## config.mk

```make
export PLATFORM = sky130hd
export DESIGN_NAME = bt601_colour_space_converter
export DESIGN_NICKNAME = d
export VERILOG_FILES = /design/src/rtl/bcsc_pkg.sv /design/src/rtl/bcsc_csr.sv /design/src/rtl/bcsc_dot3.sv /design/src/rtl/bt601_colour_space_converter.sv
export SDC_FILE = /design/constraint.sdc
export NUM_CORES = 2
export LEC_CHECK = 0
export BUFFER_PORTS_ARGS = -buffer_cell sky130_fd_sc_hd__buf_2
export CAP_MARGIN = 20
export CORE_MARGIN = 2
export CORE_UTILIZATION = 34
export DETAILED_ROUTE_END_ITERATION = 12
export MAX_ROUTING_LAYER = met4
export PLACE_DENSITY = 0.6
export REMOVE_ABC_BUFFERS = 1
export SLEW_MARGIN = 20
export SYNTH_ARGS = -nofsm -noshare
export SYNTH_HDL_FRONTEND = slang
export SYNTH_SLANG_ARGS = --single-unit
```

## constraint.sdc

```tcl
create_clock -name clock -period 9.1 [get_ports clock]
set_clock_uncertainty 0.05 [all_clocks]
set_input_delay 2.275 -clock clock [delete_from_list [all_inputs] [get_ports clock]]
set_output_delay 2.275 -clock clock [all_outputs]
set_load 0.02 [all_outputs]
```

## src/rtl/bcsc_pkg.sv

```systemverilog
// Shared types, register map and coefficient helper for the BT.601 colour space converter.
// Used by bcsc_csr, bcsc_dot3 and bt601_colour_space_converter; no dependencies.
package bcsc_pkg;

   // Default fraction bits of the fixed-point coefficients
   localparam int FRAC_BITS_DEFAULT = 16;

   // Sample and operand widths
   localparam int SAMPLE_W = 8;
   localparam int OPND_W   = SAMPLE_W + 1;
   localparam int DATA_W   = 4 * SAMPLE_W;

   // Register map
   localparam int CSR_ADDR_W = 2;
   localparam int CSR_DATA_W = 32;
   localparam logic [CSR_ADDR_W-1:0] ADDR_MODE = 2'd0;

   // Conversion direction
   typedef enum logic {
      MODE_YUV2RGB = 1'b0,
      MODE_RGB2YUV = 1'b1
   } mode_type;

   // Stage enables handed to each dot-product lane
   typedef struct packed {
      logic mul_en;
      logic sum_en;
   } stage_ctl_type;

   // Coefficient given in thousandths, rounded half up to frac fraction bits
   function automatic longint coef_fix(input longint milli, input int frac);
      return ((milli <<< frac) + 64'sd500) / 64'sd1000;
   endfunction

endpackage

```

## src/rtl/bcsc_csr.sv

```systemverilog
// Configuration register file (APB-style) holding the conversion mode.
// Depends on bcsc_pkg.
module bcsc_csr (
   input  logic                                 clock,
   input  logic                                 reset,
   input  logic                                 csr_psel,
   input  logic                                 csr_penable,
   input  logic                                 csr_pwrite,
   input  logic [bcsc_pkg::CSR_ADDR_W-1:0]      csr_paddr,
   input  logic [bcsc_pkg::CSR_DATA_W-1:0]      csr_pwdata,
   output logic [bcsc_pkg::CSR_DATA_W-1:0]      csr_prdata,
   output logic                                 csr_pready,
   output bcsc_pkg::mode_type                   mode
);

   bcsc_pkg::mode_type mode_ff;
   bcsc_pkg::mode_type mode_in;
   logic               wr_en;

   assign csr_pready = 1'b1;
   assign wr_en      = csr_psel && csr_penable && csr_pwrite && csr_pready;

   // Keep bit 0 of a mode write, drop writes to other addresses
   always_comb begin
      mode_in = mode_ff;
      if (wr_en && (csr_paddr == bcsc_pkg::ADDR_MODE)) begin
         mode_in = bcsc_pkg::mode_type'(csr_pwdata[0]);
      end
   end

   always_ff @(posedge clock) begin
      if (reset) begin
         mode_ff <= bcsc_pkg::MODE_YUV2RGB;
      end else begin
         mode_ff <= mode_in;
      end
   end

   // Read back
   always_comb begin
      csr_prdata = '0;
      if (csr_paddr == bcsc_pkg::ADDR_MODE) begin
         csr_prdata[0] = mode_ff;
      end
   end

   assign mode = mode_ff;

endmodule

```

## src/rtl/bcsc_dot3.sv

```systemverilog
// One output lane: three registered signed products, then a registered sum with offset.
// Depends on bcsc_pkg.
module bcsc_dot3 #(
   parameter int FRAC_BITS = bcsc_pkg::FRAC_BITS_DEFAULT
) (
   input  logic                                      clock,
   input  bcsc_pkg::stage_ctl_type                   ctl,
   input  logic signed [bcsc_pkg::OPND_W-1:0]        opnd [3],
   input  logic signed [FRAC_BITS+2:0]               coef [3],
   input  logic signed [FRAC_BITS+bcsc_pkg::OPND_W+4:0] ofs,
   output logic signed [FRAC_BITS+bcsc_pkg::OPND_W+4:0] sum
);

   localparam int CW = FRAC_BITS + 3;
   localparam int PW = CW + bcsc_pkg::OPND_W;
   localparam int SW = PW + 2;

   logic signed [PW-1:0] prod_in [3];
   logic signed [PW-1:0] prod_ff [3];
   logic signed [SW-1:0] sum_in;
   logic signed [SW-1:0] sum_ff;

   // Multiply each operand by its coefficient
   always_comb begin
      for (int i = 0; i < 3; i++) begin
         prod_in[i] = PW'(opnd[i]) * PW'(coef[i]);
      end
   end

   always_ff @(posedge clock) begin
      if (ctl.mul_en) begin
         prod_ff <= prod_in;
      end
   end

   // Add the three products and the offset
   assign sum_in = SW'(prod_ff[0]) + SW'(prod_ff[1]) + SW'(prod_ff[2]) + ofs;

   always_ff @(posedge clock) begin
      if (ctl.sum_en) begin
         sum_ff <= sum_in;
      end
   end

   assign sum = sum_ff;

endmodule

```

## src/rtl/bt601_colour_space_converter.sv

```systemverilog
// BT.601 studio-range YCbCr <-> 8-bit RGB converter, top level.
// Depends on bcsc_pkg, bcsc_csr and bcsc_dot3.
//
// Usage:
//   req_* takes one pixel per transfer: three colour components and alpha.
//   rsp_* returns one converted pixel per input pixel, in order; alpha is copied.
//   csr_* is an APB-style port; register 0 (address 0) holds the mode:
//   0 converts YCbCr to RGB, 1 converts RGB to YCbCr. Write it only while idle.
// Timing:
//   Four register stages: operand capture, multiply, sum, floor and clamp.
//   A pixel accepted into operand capture passes through the multiply, sum
//   and floor-and-clamp registers to rsp_*. One pixel per clock is sustained
//   while rsp_tready is high; multiply uses three lanes of three multipliers.
// Reset:
//   Synchronous reset empties the pipeline and sets the mode to 0.
// Stall:
//   When rsp_tready is low the result is held; earlier stages keep filling
//   until every stage holds a pixel, and only then does req_tready drop.
module bt601_colour_space_converter #(
   parameter int FRAC_BITS = bcsc_pkg::FRAC_BITS_DEFAULT
) (
   input  logic                                 clock,
   input  logic                                 reset,
   input  logic                                 req_tvalid,
   output logic                                 req_tready,
   // comp_a [7:0], comp_b [15:8], comp_c [23:16], alpha_in [31:24]
   input  logic [bcsc_pkg::DATA_W-1:0]          req_tdata,
   output logic                                 rsp_tvalid,
   input  logic                                 rsp_tready,
   // res_a [7:0], res_b [15:8], res_c [23:16], alpha_out [31:24]
   output logic [bcsc_pkg::DATA_W-1:0]          rsp_tdata,
   input  logic                                 csr_psel,
   input  logic                                 csr_penable,
   input  logic                                 csr_pwrite,
   input  logic [bcsc_pkg::CSR_ADDR_W-1:0]      csr_paddr,
   input  logic [bcsc_pkg::CSR_DATA_W-1:0]      csr_pwdata,
   output logic [bcsc_pkg::CSR_DATA_W-1:0]      csr_prdata,
   output logic                                 csr_pready
);

   localparam int SMW = bcsc_pkg::SAMPLE_W;
   localparam int XW  = bcsc_pkg::OPND_W;
   localparam int CW  = FRAC_BITS + 3;
   localparam int SW  = CW + XW + 2;
   localparam int VW  = SW - FRAC_BITS;

   // Coefficients
   localparam logic signed [CW-1:0] K_ZERO  = '0;
   localparam logic signed [CW-1:0] K_1164  = CW'(bcsc_pkg::coef_fix(1164, FRAC_BITS));
   localparam logic signed [CW-1:0] K_1596  = CW'(bcsc_pkg::coef_fix(1596, FRAC_BITS));
   localparam logic signed [CW-1:0] K_N813  = CW'(-bcsc_pkg::coef_fix(813, FRAC_BITS));
   localparam logic signed [CW-1:0] K_N391  = CW'(-bcsc_pkg::coef_fix(391, FRAC_BITS));
   localparam logic signed [CW-1:0] K_2018  = CW'(bcsc_pkg::coef_fix(2018, FRAC_BITS));
   localparam logic signed [CW-1:0] K_257   = CW'(bcsc_pkg::coef_fix(257, FRAC_BITS));
   localparam logic signed [CW-1:0] K_504   = CW'(bcsc_pkg::coef_fix(504, FRAC_BITS));
   localparam logic signed [CW-1:0] K_98    = CW'(bcsc_pkg::coef_fix(98, FRAC_BITS));
   localparam logic signed [CW-1:0] K_N148  = CW'(-bcsc_pkg::coef_fix(148, FRAC_BITS));
   localparam logic signed [CW-1:0] K_N291  = CW'(-bcsc_pkg::coef_fix(291, FRAC_BITS));
   localparam logic signed [CW-1:0] K_439   = CW'(bcsc_pkg::coef_fix(439, FRAC_BITS));
   localparam logic signed [CW-1:0] K_N368  = CW'(-bcsc_pkg::coef_fix(368, FRAC_BITS));
   localparam logic signed [CW-1:0] K_N71   = CW'(-bcsc_pkg::coef_fix(71, FRAC_BITS));

   // Offsets for the RGB to YCbCr direction
   localparam logic signed [SW-1:0] OFS_ZERO = '0;
   localparam logic signed [SW-1:0] OFS_16   = SW'(longint'(16) <<< FRAC_BITS);
   localparam logic signed [SW-1:0] OFS_128  = SW'(longint'(128) <<< FRAC_BITS);

   bcsc_pkg::mode_type mode;

   // Stage valids and per-stage advance
   logic v0_ff, v1_ff, v2_ff, v3_ff;
   logic v0_in, v1_in, v2_in, v3_in;
   logic rdy0, rdy1, rdy2, rdy3;
   bcsc_pkg::stage_ctl_type ctl;

   // Stage payloads
   logic signed [XW-1:0]  s0_opnd_ff [3];
   logic signed [XW-1:0]  s0_opnd_in [3];
   bcsc_pkg::mode_type    s0_mode_ff, s1_mode_ff, s2_mode_ff, s3_mode_ff;
   logic [SMW-1:0]        s0_alpha_ff, s1_alpha_ff, s2_alpha_ff, s3_alpha_ff;
   logic [SMW-1:0]        s3_res_ff [3];
   logic [SMW-1:0]        s3_res_in [3];

   logic signed [CW-1:0]  coef_a [3];
   logic signed [CW-1:0]  coef_b [3];
   logic signed [CW-1:0]  coef_c [3];
   logic signed [SW-1:0]  ofs_a, ofs_b, ofs_c;
   logic signed [SW-1:0]  sum [3];

   logic [SMW-1:0] comp_a, comp_b, comp_c, alpha_in;

   bcsc_csr u_csr (
      .clock       (clock),
      .reset       (reset),
      .csr_psel    (csr_psel),
      .csr_penable (csr_penable),
      .csr_pwrite  (csr_pwrite),
      .csr_paddr   (csr_paddr),
      .csr_pwdata  (csr_pwdata),
      .csr_prdata  (csr_prdata),
      .csr_pready  (csr_pready),
      .mode        (mode)
   );

   // Unpack the input transfer
   assign comp_a   = req_tdata[SMW-1:0];
   assign comp_b   = req_tdata[2*SMW-1:SMW];
   assign comp_c   = req_tdata[3*SMW-1:2*SMW];
   assign alpha_in = req_tdata[4*SMW-1:3*SMW];

   // Each stage advances when it is empty or the next stage advances
   assign rdy3       = !v3_ff || rsp_tready;
   assign rdy2       = !v2_ff || rdy3;
   assign rdy1       = !v1_ff || rdy2;
   assign rdy0       = !v0_ff || rdy1;
   assign req_tready = rdy0 && !reset;
   assign ctl.mul_en = rdy1;
   assign ctl.sum_en = rdy2;

   assign v0_in = rdy0 ? (req_tvalid && req_tready) : v0_ff;
   assign v1_in = rdy1 ? v0_ff : v1_ff;
   assign v2_in = rdy2 ? v1_ff : v2_ff;
   assign v3_in = rdy3 ? v2_ff : v3_ff;

   always_ff @(posedge clock) begin
      if (reset) begin
         v0_ff <= 1'b0;
         v1_ff <= 1'b0;
         v2_ff <= 1'b0;
         v3_ff <= 1'b0;
      end else begin
         v0_ff <= v0_in;
         v1_ff <= v1_in;
         v2_ff <= v2_in;
         v3_ff <= v3_in;
      end
   end

   // Stage 0: remove the YCbCr offsets, or take RGB as is
   always_comb begin
      case (mode)
         bcsc_pkg::MODE_YUV2RGB: begin
            s0_opnd_in[0] = {1'b0, comp_a} - XW'(16);
            s0_opnd_in[1] = {1'b0, comp_b} - XW'(128);
            s0_opnd_in[2] = {1'b0, comp_c} - XW'(128);
         end
         default: begin
            s0_opnd_in[0] = {1'b0, comp_a};
            s0_opnd_in[1] = {1'b0, comp_b};
            s0_opnd_in[2] = {1'b0, comp_c};
         end
      endcase
   end

   always_ff @(posedge clock) begin
      if (rdy0) begin
         s0_opnd_ff  <= s0_opnd_in;
         s0_mode_ff  <= mode;
         s0_alpha_ff <= alpha_in;
      end
   end

   // Pick the coefficient set for the pixel in stage 0
   always_comb begin
      case (s0_mode_ff)
         bcsc_pkg::MODE_YUV2RGB: begin
            coef_a = '{K_1164, K_ZERO, K_1596};
            coef_b = '{K_1164, K_N391, K_N813};
            coef_c = '{K_1164, K_2018, K_ZERO};
         end
         default: begin
            coef_a = '{K_257, K_504, K_98};
            coef_b = '{K_N148, K_N291, K_439};
            coef_c = '{K_439, K_N368, K_N71};
         end
      endcase
   end

   // Pick the offsets for the pixel in stage 1
   always_comb begin
      case (s1_mode_ff)
         bcsc_pkg::MODE_YUV2RGB: begin
            ofs_a = OFS_ZERO;
            ofs_b = OFS_ZERO;
            ofs_c = OFS_ZERO;
         end
         default: begin
            ofs_a = OFS_16;
            ofs_b = OFS_128;
            ofs_c = OFS_128;
         end
      endcase
   end

   // Stages 1 and 2 sideband
   always_ff @(posedge clock) begin
      if (rdy1) begin
         s1_mode_ff  <= s0_mode_ff;
         s1_alpha_ff <= s0_alpha_ff;
      end
      if (rdy2) begin
         s2_mode_ff  <= s1_mode_ff;
         s2_alpha_ff <= s1_alpha_ff;
      end
   end

   bcsc_dot3 #(.FRAC_BITS(FRAC_BITS)) u_dot_a (
      .clock (clock),
      .ctl   (ctl),
      .opnd  (s0_opnd_ff),
      .coef  (coef_a),
      .ofs   (ofs_a),
      .sum   (sum[0])
   );

   bcsc_dot3 #(.FRAC_BITS(FRAC_BITS)) u_dot_b (
      .clock (clock),
      .ctl   (ctl),
      .opnd  (s0_opnd_ff),
      .coef  (coef_b),
      .ofs   (ofs_b),
      .sum   (sum[1])
   );

   bcsc_dot3 #(.FRAC_BITS(FRAC_BITS)) u_dot_c (
      .clock (clock),
      .ctl   (ctl),
      .opnd  (s0_opnd_ff),
      .coef  (coef_c),
      .ofs   (ofs_c),
      .sum   (sum[2])
   );

   // Stage 3: floor to an integer and clamp to 0..255
   always_comb begin
      logic [VW-1:0] whole;
      for (int i = 0; i < 3; i++) begin
         whole = sum[i][SW-1:FRAC_BITS];
         if (whole[VW-1]) begin
            s3_res_in[i] = '0;
         end else if (whole[VW-2:SMW] != '0) begin
            s3_res_in[i] = '1;
         end else begin
            s3_res_in[i] = whole[SMW-1:0];
         end
      end
   end

   always_ff @(posedge clock) begin
      if (rdy3) begin
         s3_res_ff   <= s3_res_in;
         s3_mode_ff  <= s2_mode_ff;
         s3_alpha_ff <= s2_alpha_ff;
      end
   end

   assign rsp_tvalid = v3_ff;
   assign rsp_tdata  = {s3_alpha_ff, s3_res_ff[2], s3_res_ff[1], s3_res_ff[0]};

   // A pixel with a free-flowing output reaches rsp_* with its alpha unchanged
   a_alpha_latency: assert property (@(posedge clock) disable iff (reset)
      ($past(req_tvalid && req_tready, 4) && $past(rsp_tready, 1) && $past(rsp_tready, 2)
       && $past(rsp_tready, 3) && !$past(reset, 1) && !$past(reset, 2)
       && !$past(reset, 3) && !$past(reset, 4))
      |-> (rsp_tvalid && (rsp_tdata[31:24] == $past(req_tdata[31:24], 4))))
      else $error("pixel lost or alpha changed in the pipeline");

   // RGB to YCbCr results never need the clamp
   a_yuv_range: assert property (@(posedge clock) disable iff (reset)
      (v3_ff && (s3_mode_ff == bcsc_pkg::MODE_RGB2YUV))
      |-> ((s3_res_ff[0] >= 8'd16) && (s3_res_ff[0] <= 8'd240)
           && (s3_res_ff[1] >= 8'd16) && (s3_res_ff[1] <= 8'd240)
           && (s3_res_ff[2] >= 8'd16) && (s3_res_ff[2] <= 8'd240)))
      else $error("RGB to YCbCr result outside 16..240");

   // Input stalls only when every stage is full and the output is blocked
   a_stall_full: assert property (@(posedge clock) disable iff (reset)
      (!req_tready) |-> (v0_ff && v1_ff && v2_ff && v3_ff && !rsp_tready))
      else $error("input stalled while the pipeline has a bubble");

endmodule
```

### Word-level counts from Yosys, hierarchy flattened

Cells that the tools add are included.

* output and inout port bits: 67
* input bits: 73
* register bits: 430

* $mul: 9
* muxes and demuxes: 10
* reductions and logical operators: 18
* add/subtract/negate cells: 12

Operators with widths (number)
* $mul 9x19->28: 7
* $mux 55: 2
* $add 29x28->30: 3
* $add 30x25->30: 2
* $add 27x28->29: 2
* $mux 57: 1
* $mul 9x18->27: 2
* $add 30x22->30: 1
* $add 28x28->29: 1
* $mux 26: 1
* $mux 24: 1
* $mux 8: 3
* $mux 21: 1
* $sub 8x8->9 const B: 2
* $reduce_bool 5->1: 3
* $sub 8x5->9 const B: 1
* $logic_and 1x1->1: 5
* $logic_not 1->1: 5
* $logic_or 1x1->1: 4
* $logic_not 2->1: 1
* $mux 1: 1

### Logic depth before layout (Yosys ltp)

* word-level depth: 7
* depth in mapped cells: 26
* gate-level depth less buffers: 24

### Modules after synthesis

Synthesis repeated with hierarchy kept, for this count alone.

* cells, all modules: 6701
* area total of the unflattened synthesis: 71502.3 um^2

By module, submodules not included
* bcsc_dot3 (u_dot_b): area an instance 22753.1 um^2, sequential area each 3423.3 um^2, instances 1, cells an instance 2185
* bcsc_dot3 (u_dot_c): area an instance 22654.2 um^2, sequential area each 3423.3 um^2, instances 1, cells an instance 2148
* bcsc_dot3 (u_dot_a): area an instance 22634.2 um^2, sequential area each 3423.3 um^2, instances 1, cells an instance 2149
* bt601_colour_space_converter: area an instance 3146.8 um^2, sequential area each 2632.5 um^2, instances 1, cells an instance 178
* bcsc_csr: area an instance 314.1 um^2, sequential area each 20.0 um^2, instances 1, cells an instance 41

### Worst setup path before layout

No wires, ideal clock.

* kind: input -> register
* start point: input rsp_tready
* end point: register s1_alpha_ff[0], enable pin
* buffers on the path: 0
* setup slack: 0.987 ns
* arrival: 7.459 ns
* stages: 3
* path through: nor2b_1 and3_1 inv_1

* cells in the longest elaborated chain, start to end: 3

RTL lines
* from (decl): RTL line bt601_colour_space_converter.sv:29 `input logic rsp_tready,`
* $logic_or 1x1->1: RTL line bt601_colour_space_converter.sv:112 `assign rdy3 = !v3_ff || rsp_tready;`
* $logic_or 1x1->1: RTL line bt601_colour_space_converter.sv:113 `assign rdy2 = !v2_ff || rdy3;`
* $logic_or 1x1->1: RTL line bt601_colour_space_converter.sv:114 `assign rdy1 = !v1_ff || rdy2;`
* net rdy1: RTL line bt601_colour_space_converter.sv:73 `logic rdy0, rdy1, rdy2, rdy3;`
* to (signal assigned): RTL line bt601_colour_space_converter.sv:199 `s1_alpha_ff <= s0_alpha_ff;`
* to (decl): RTL line bt601_colour_space_converter.sv:80 `logic [SMW-1:0] s0_alpha_ff, s1_alpha_ff, s2_alpha_ff, s3_alpha_ff;`

The timed path passes the listed nets, and every way through them passes these cells.
A chain may end at the register's enable or synchronous reset.

==> results.sh <==
export IMPL_status="finished clean"
export IMPL_via_count=29400
export IMPL_leakage_uw=0.0261
export IMPL_numCtsBuffers=48
export IMPL_cp_max_fo=24
export IMPL_place_congestion=0.951
export IMPL_start_util=0.342
export IMPL_grt_antenna_before_repair=3
export IMPL_firstDrtPassIters=5
export IMPL_ys_flop_type="edfxtp_1"
export IMPL_fin_util=0.373
export IMPL_rsz0062_at_grt="false"
export IMPL_min_from="s2_alpha_ff[0]"
export IMPL_yosysWarnings=0
export IMPL_nNetsFinal=5980
export IMPL_io_buffers=76
export IMPL_final_setup_viol_count=0
export IMPL_rr_startpoint="s0_mode_ff"
export IMPL_layout_drive_gt1_share=0.0461
export IMPL_totalWireLength_um=115000
export IMPL_track_usage=0.172
export IMPL_cts_tree="built"
export IMPL_syn2layout_area_growth_pct=9.23
export IMPL_report_final_hold_viol_count=0
export IMPL_yosysSeqAreaShare=0.236
export IMPL_fin_setup_tns_ps=0
export IMPL_root_buffer="clkbuf_16"
export IMPL_std_cell_rows=137
export IMPL_setup_ws_ps=1380
export IMPL_finalCriticalPeriod_ps=7720
export IMPL_fmax_mhz=130
export IMPL_clkSinkCount=376
export IMPL_worst_slew_pin_slew_ps=1340
export IMPL_post_cts_buffers=0
export IMPL_design_area_um2=52000
export IMPL_core_area_um2=139000
export IMPL_regArea_um2=11200
export IMPL_avgSynthCellArea_um2=11.3
export IMPL_ctsHoldBuffers=0
export IMPL_arrival_ps=8100
export IMPL_synth_edf_count=371
export IMPL_syn_instance_count=4206
export IMPL_layout_cells_non_filler=6260
export IMPL_start_kind="flip-flop"
export IMPL_grt_pass1_wl_um=180000
export IMPL_drc=0
export IMPL_die_y_um=378
export IMPL_ys_ff_latch=376
export IMPL_die_w_um=378
export IMPL_crit_start="s0_mode_ff"
export IMPL_slew_limit_headroom=0.106
export IMPL_synthesis_area_um2=47600
export IMPL_drt_iter0_drc=1639
export IMPL_end_kind="flip-flop"
export IMPL_min_period_over_period=0.848
export IMPL_place_hpwl_um=98200
export IMPL_ios=140
export IMPL_placed_cells=6173
export IMPL_overflow=0
export IMPL_synth_async_reset_ratio=0
export IMPL_cp_required_ps=9480
export IMPL_htree_levels=2
export IMPL_nFillCells=13700
export IMPL_p_per_area_nw_per_um2=386
export IMPL_drv_cap=0
export IMPL_multi_input_area_um2=32800
export IMPL_insertion_delay_ps=640
export IMPL_wire_per_inst_um=18.4
export IMPL_clkTransAtPathRegs_ps=70
export IMPL_clk_path_buf_depth=3
export IMPL_ctsResizeCount=0
export IMPL_drv_slew=0
export IMPL_criticalPathCategory="flip-flop to flip-flop"
export IMPL_ir_drop_mv=0.249
export IMPL_grt_max_degree=176
export IMPL_ant_nets=0
export IMPL_vias_per_cell=4.69
export IMPL_place_area_um2=50300
export IMPL_die_area_um2=143000
export IMPL_grt_pass1_vias=30800
export IMPL_ys_types=76
export IMPL_hold_path_class="flip-flop to flip-flop"
export IMPL_pre_cts_slack_ps=1560
## worst paths after layout
check	endpoint	slack, ps	depth (start not counted)
min	s3_alpha_ff[0]	370	0
max	u_dot_a.prod_ff[82]	1380	22
max reg2reg	u_dot_a.prod_ff[82]	1380	22
min reg2reg	s3_alpha_ff[0]	370	0
## cells in the final DEF (no fill, tap or decap), types with 15 or more instances in the layout
| cell type | instances |
|---|---|
| a211oi_1 | 20 |
| a21o_1 | 51 |
| a21oi_1 | 147 |
| a31oi_1 | 15 |
| and3_1 | 25 |
| buf_2 | 76 |
| buf_4 | 17 |
| clkbuf_16 | 48 |
| conb_1 | 67 |
| edfxtp_1 | 371 |
| fa_1 | 687 |
| ha_1 | 873 |
| inv_1 | 901 |
| nand2_1 | 124 |
| nand2b_1 | 48 |
| nand3_1 | 45 |
| nor2_1 | 215 |
| nor2b_1 | 24 |
| nor3_1 | 54 |
| o21a_1 | 34 |
| o21ai_0 | 53 |
| o21ai_1 | 20 |
| o21bai_1 | 21 |
| or3_1 | 25 |
| xnor2_1 | 185 |
| xor2_1 | 50 |
## through the flow
step | hold slack, ps | total power [uW]
final | 369 | 20100
after global routing | 378 | 22000
after CTS | 372 | 20200
after detailed placement | 358 | 18000
after global placement | 353 | 17800
after floorplan | 350 | 13500
## routing by layer
layer  up-vias  wire length, um  track usage
li1      14000                -            -
met1     14600            52700        0.230
met2       589            52500        0.268
met3       135             5690       0.0243
met4         0             4540       0.0617
met5         -                0            -
## state kept, by name, summed over array words and instances (netlist names), 14 cells and up
signal / count
u_dot_b.prod_ff: 83
u_dot_c.prod_ff: 82
u_dot_a.prod_ff: 79
s0_opnd_ff: 27
rsp_tdata: 24
u_dot_a.sum: 14
u_dot_b.sum: 14
u_dot_c.sum: 14
## critical path, stage by stage, from the launching register on
cell and delay [ps]:
edfxtp_1 790, buf_4 370, buf_4 360, nand2_1 260, inv_1 510, ha_1 340
inv_1 120, fa_1 570, inv_1 70, fa_1 490, fa_1 420, fa_1 370
ha_1 240, a211oi_1 340, o211ai_1 220, a41oi_1 490, o21ai_1 220, and4_1 240
o31a_1 290, o21a_1 190, nor2_1 140, o21ai_1 120, xnor2_1 260
## cell families (layout without fill, tap and decap cells)
kind of cell	count (synthesis)	after routing	synth area share
buf+inv	971	1082	0.0791
mux	1	1	0.000210
simple gates	615	615	0.0612
compound gates	446	446	0.0613
fa+ha+maj	1560	1560	0.519
xor+xnor	235	235	0.0433
flops	376	376	0.236
other cells	2	69	0.000158
## cell usage after synthesis, drive strengths merged (4+ instances only)
| library cell | number | area share |
|---|---|---|
| nand2b | 48 | 0.0063 |
| xnor2 | 185 | 0.034 |
| o21bai | 21 | 0.0033 |
| a211oi | 20 | 0.0032 |
| a41oi | 5 | 0.0011 |
| nor3 | 54 | 0.0057 |
| a21boi | 4 | 0.00063 |
| nand3 | 45 | 0.0047 |
| a21oi | 151 | 0.016 |
| nand2 | 126 | 0.0099 |
| xor2 | 50 | 0.0092 |
| ha | 873 | 0.23 |
| o41ai | 5 | 0.0012 |
| and3 | 25 | 0.0033 |
| inv | 903 | 0.071 |
| or3 | 25 | 0.0033 |
| a2111oi | 7 | 0.0014 |
| a31o | 11 | 0.0020 |
| nor3b | 4 | 0.00063 |
| nor2 | 215 | 0.017 |
| a21o | 51 | 0.0080 |
| and4 | 4 | 0.00074 |
| o211ai | 8 | 0.0013 |
| clkbuf | 33 | 0.0026 |
| o21ai | 73 | 0.0077 |
| buf | 35 | 0.0053 |
| o31ai | 6 | 0.00095 |
| o21a | 34 | 0.0054 |
| and2 | 10 | 0.0013 |
| a31oi | 15 | 0.0020 |
| fa | 687 | 0.29 |
| edfxtp | 371 | 0.23 |
| or2 | 11 | 0.0014 |
| nor2b | 24 | 0.0032 |
| nand4 | 10 | 0.0013 |
| o31a | 5 | 0.00092 |
| dfxtp | 5 | 0.0021 |
## layout make-up
cell class / count / share of cell area
Clock inverter: 33 / 0.00799
Tap cell: 1876 / 0.0452
Antenna cell: 2 / 0.0000963
Inverter: 903 / 0.0654
Clock buffer: 52 / 0.0234
Sequential cell: 376 / 0.216
Timing Repair Buffer: 94 / 0.0102
Multi-Input combinational cell: 2924 / 0.632
## power breakdown
part           internal, uW  switching [uW]  total, uW
sequential             3330             429       3760
clock                  1180             826       2000
combinational          5880            8400      14300
total                 10400            9660      20100
Note: power is estimated with default switching activity, not from simulation.
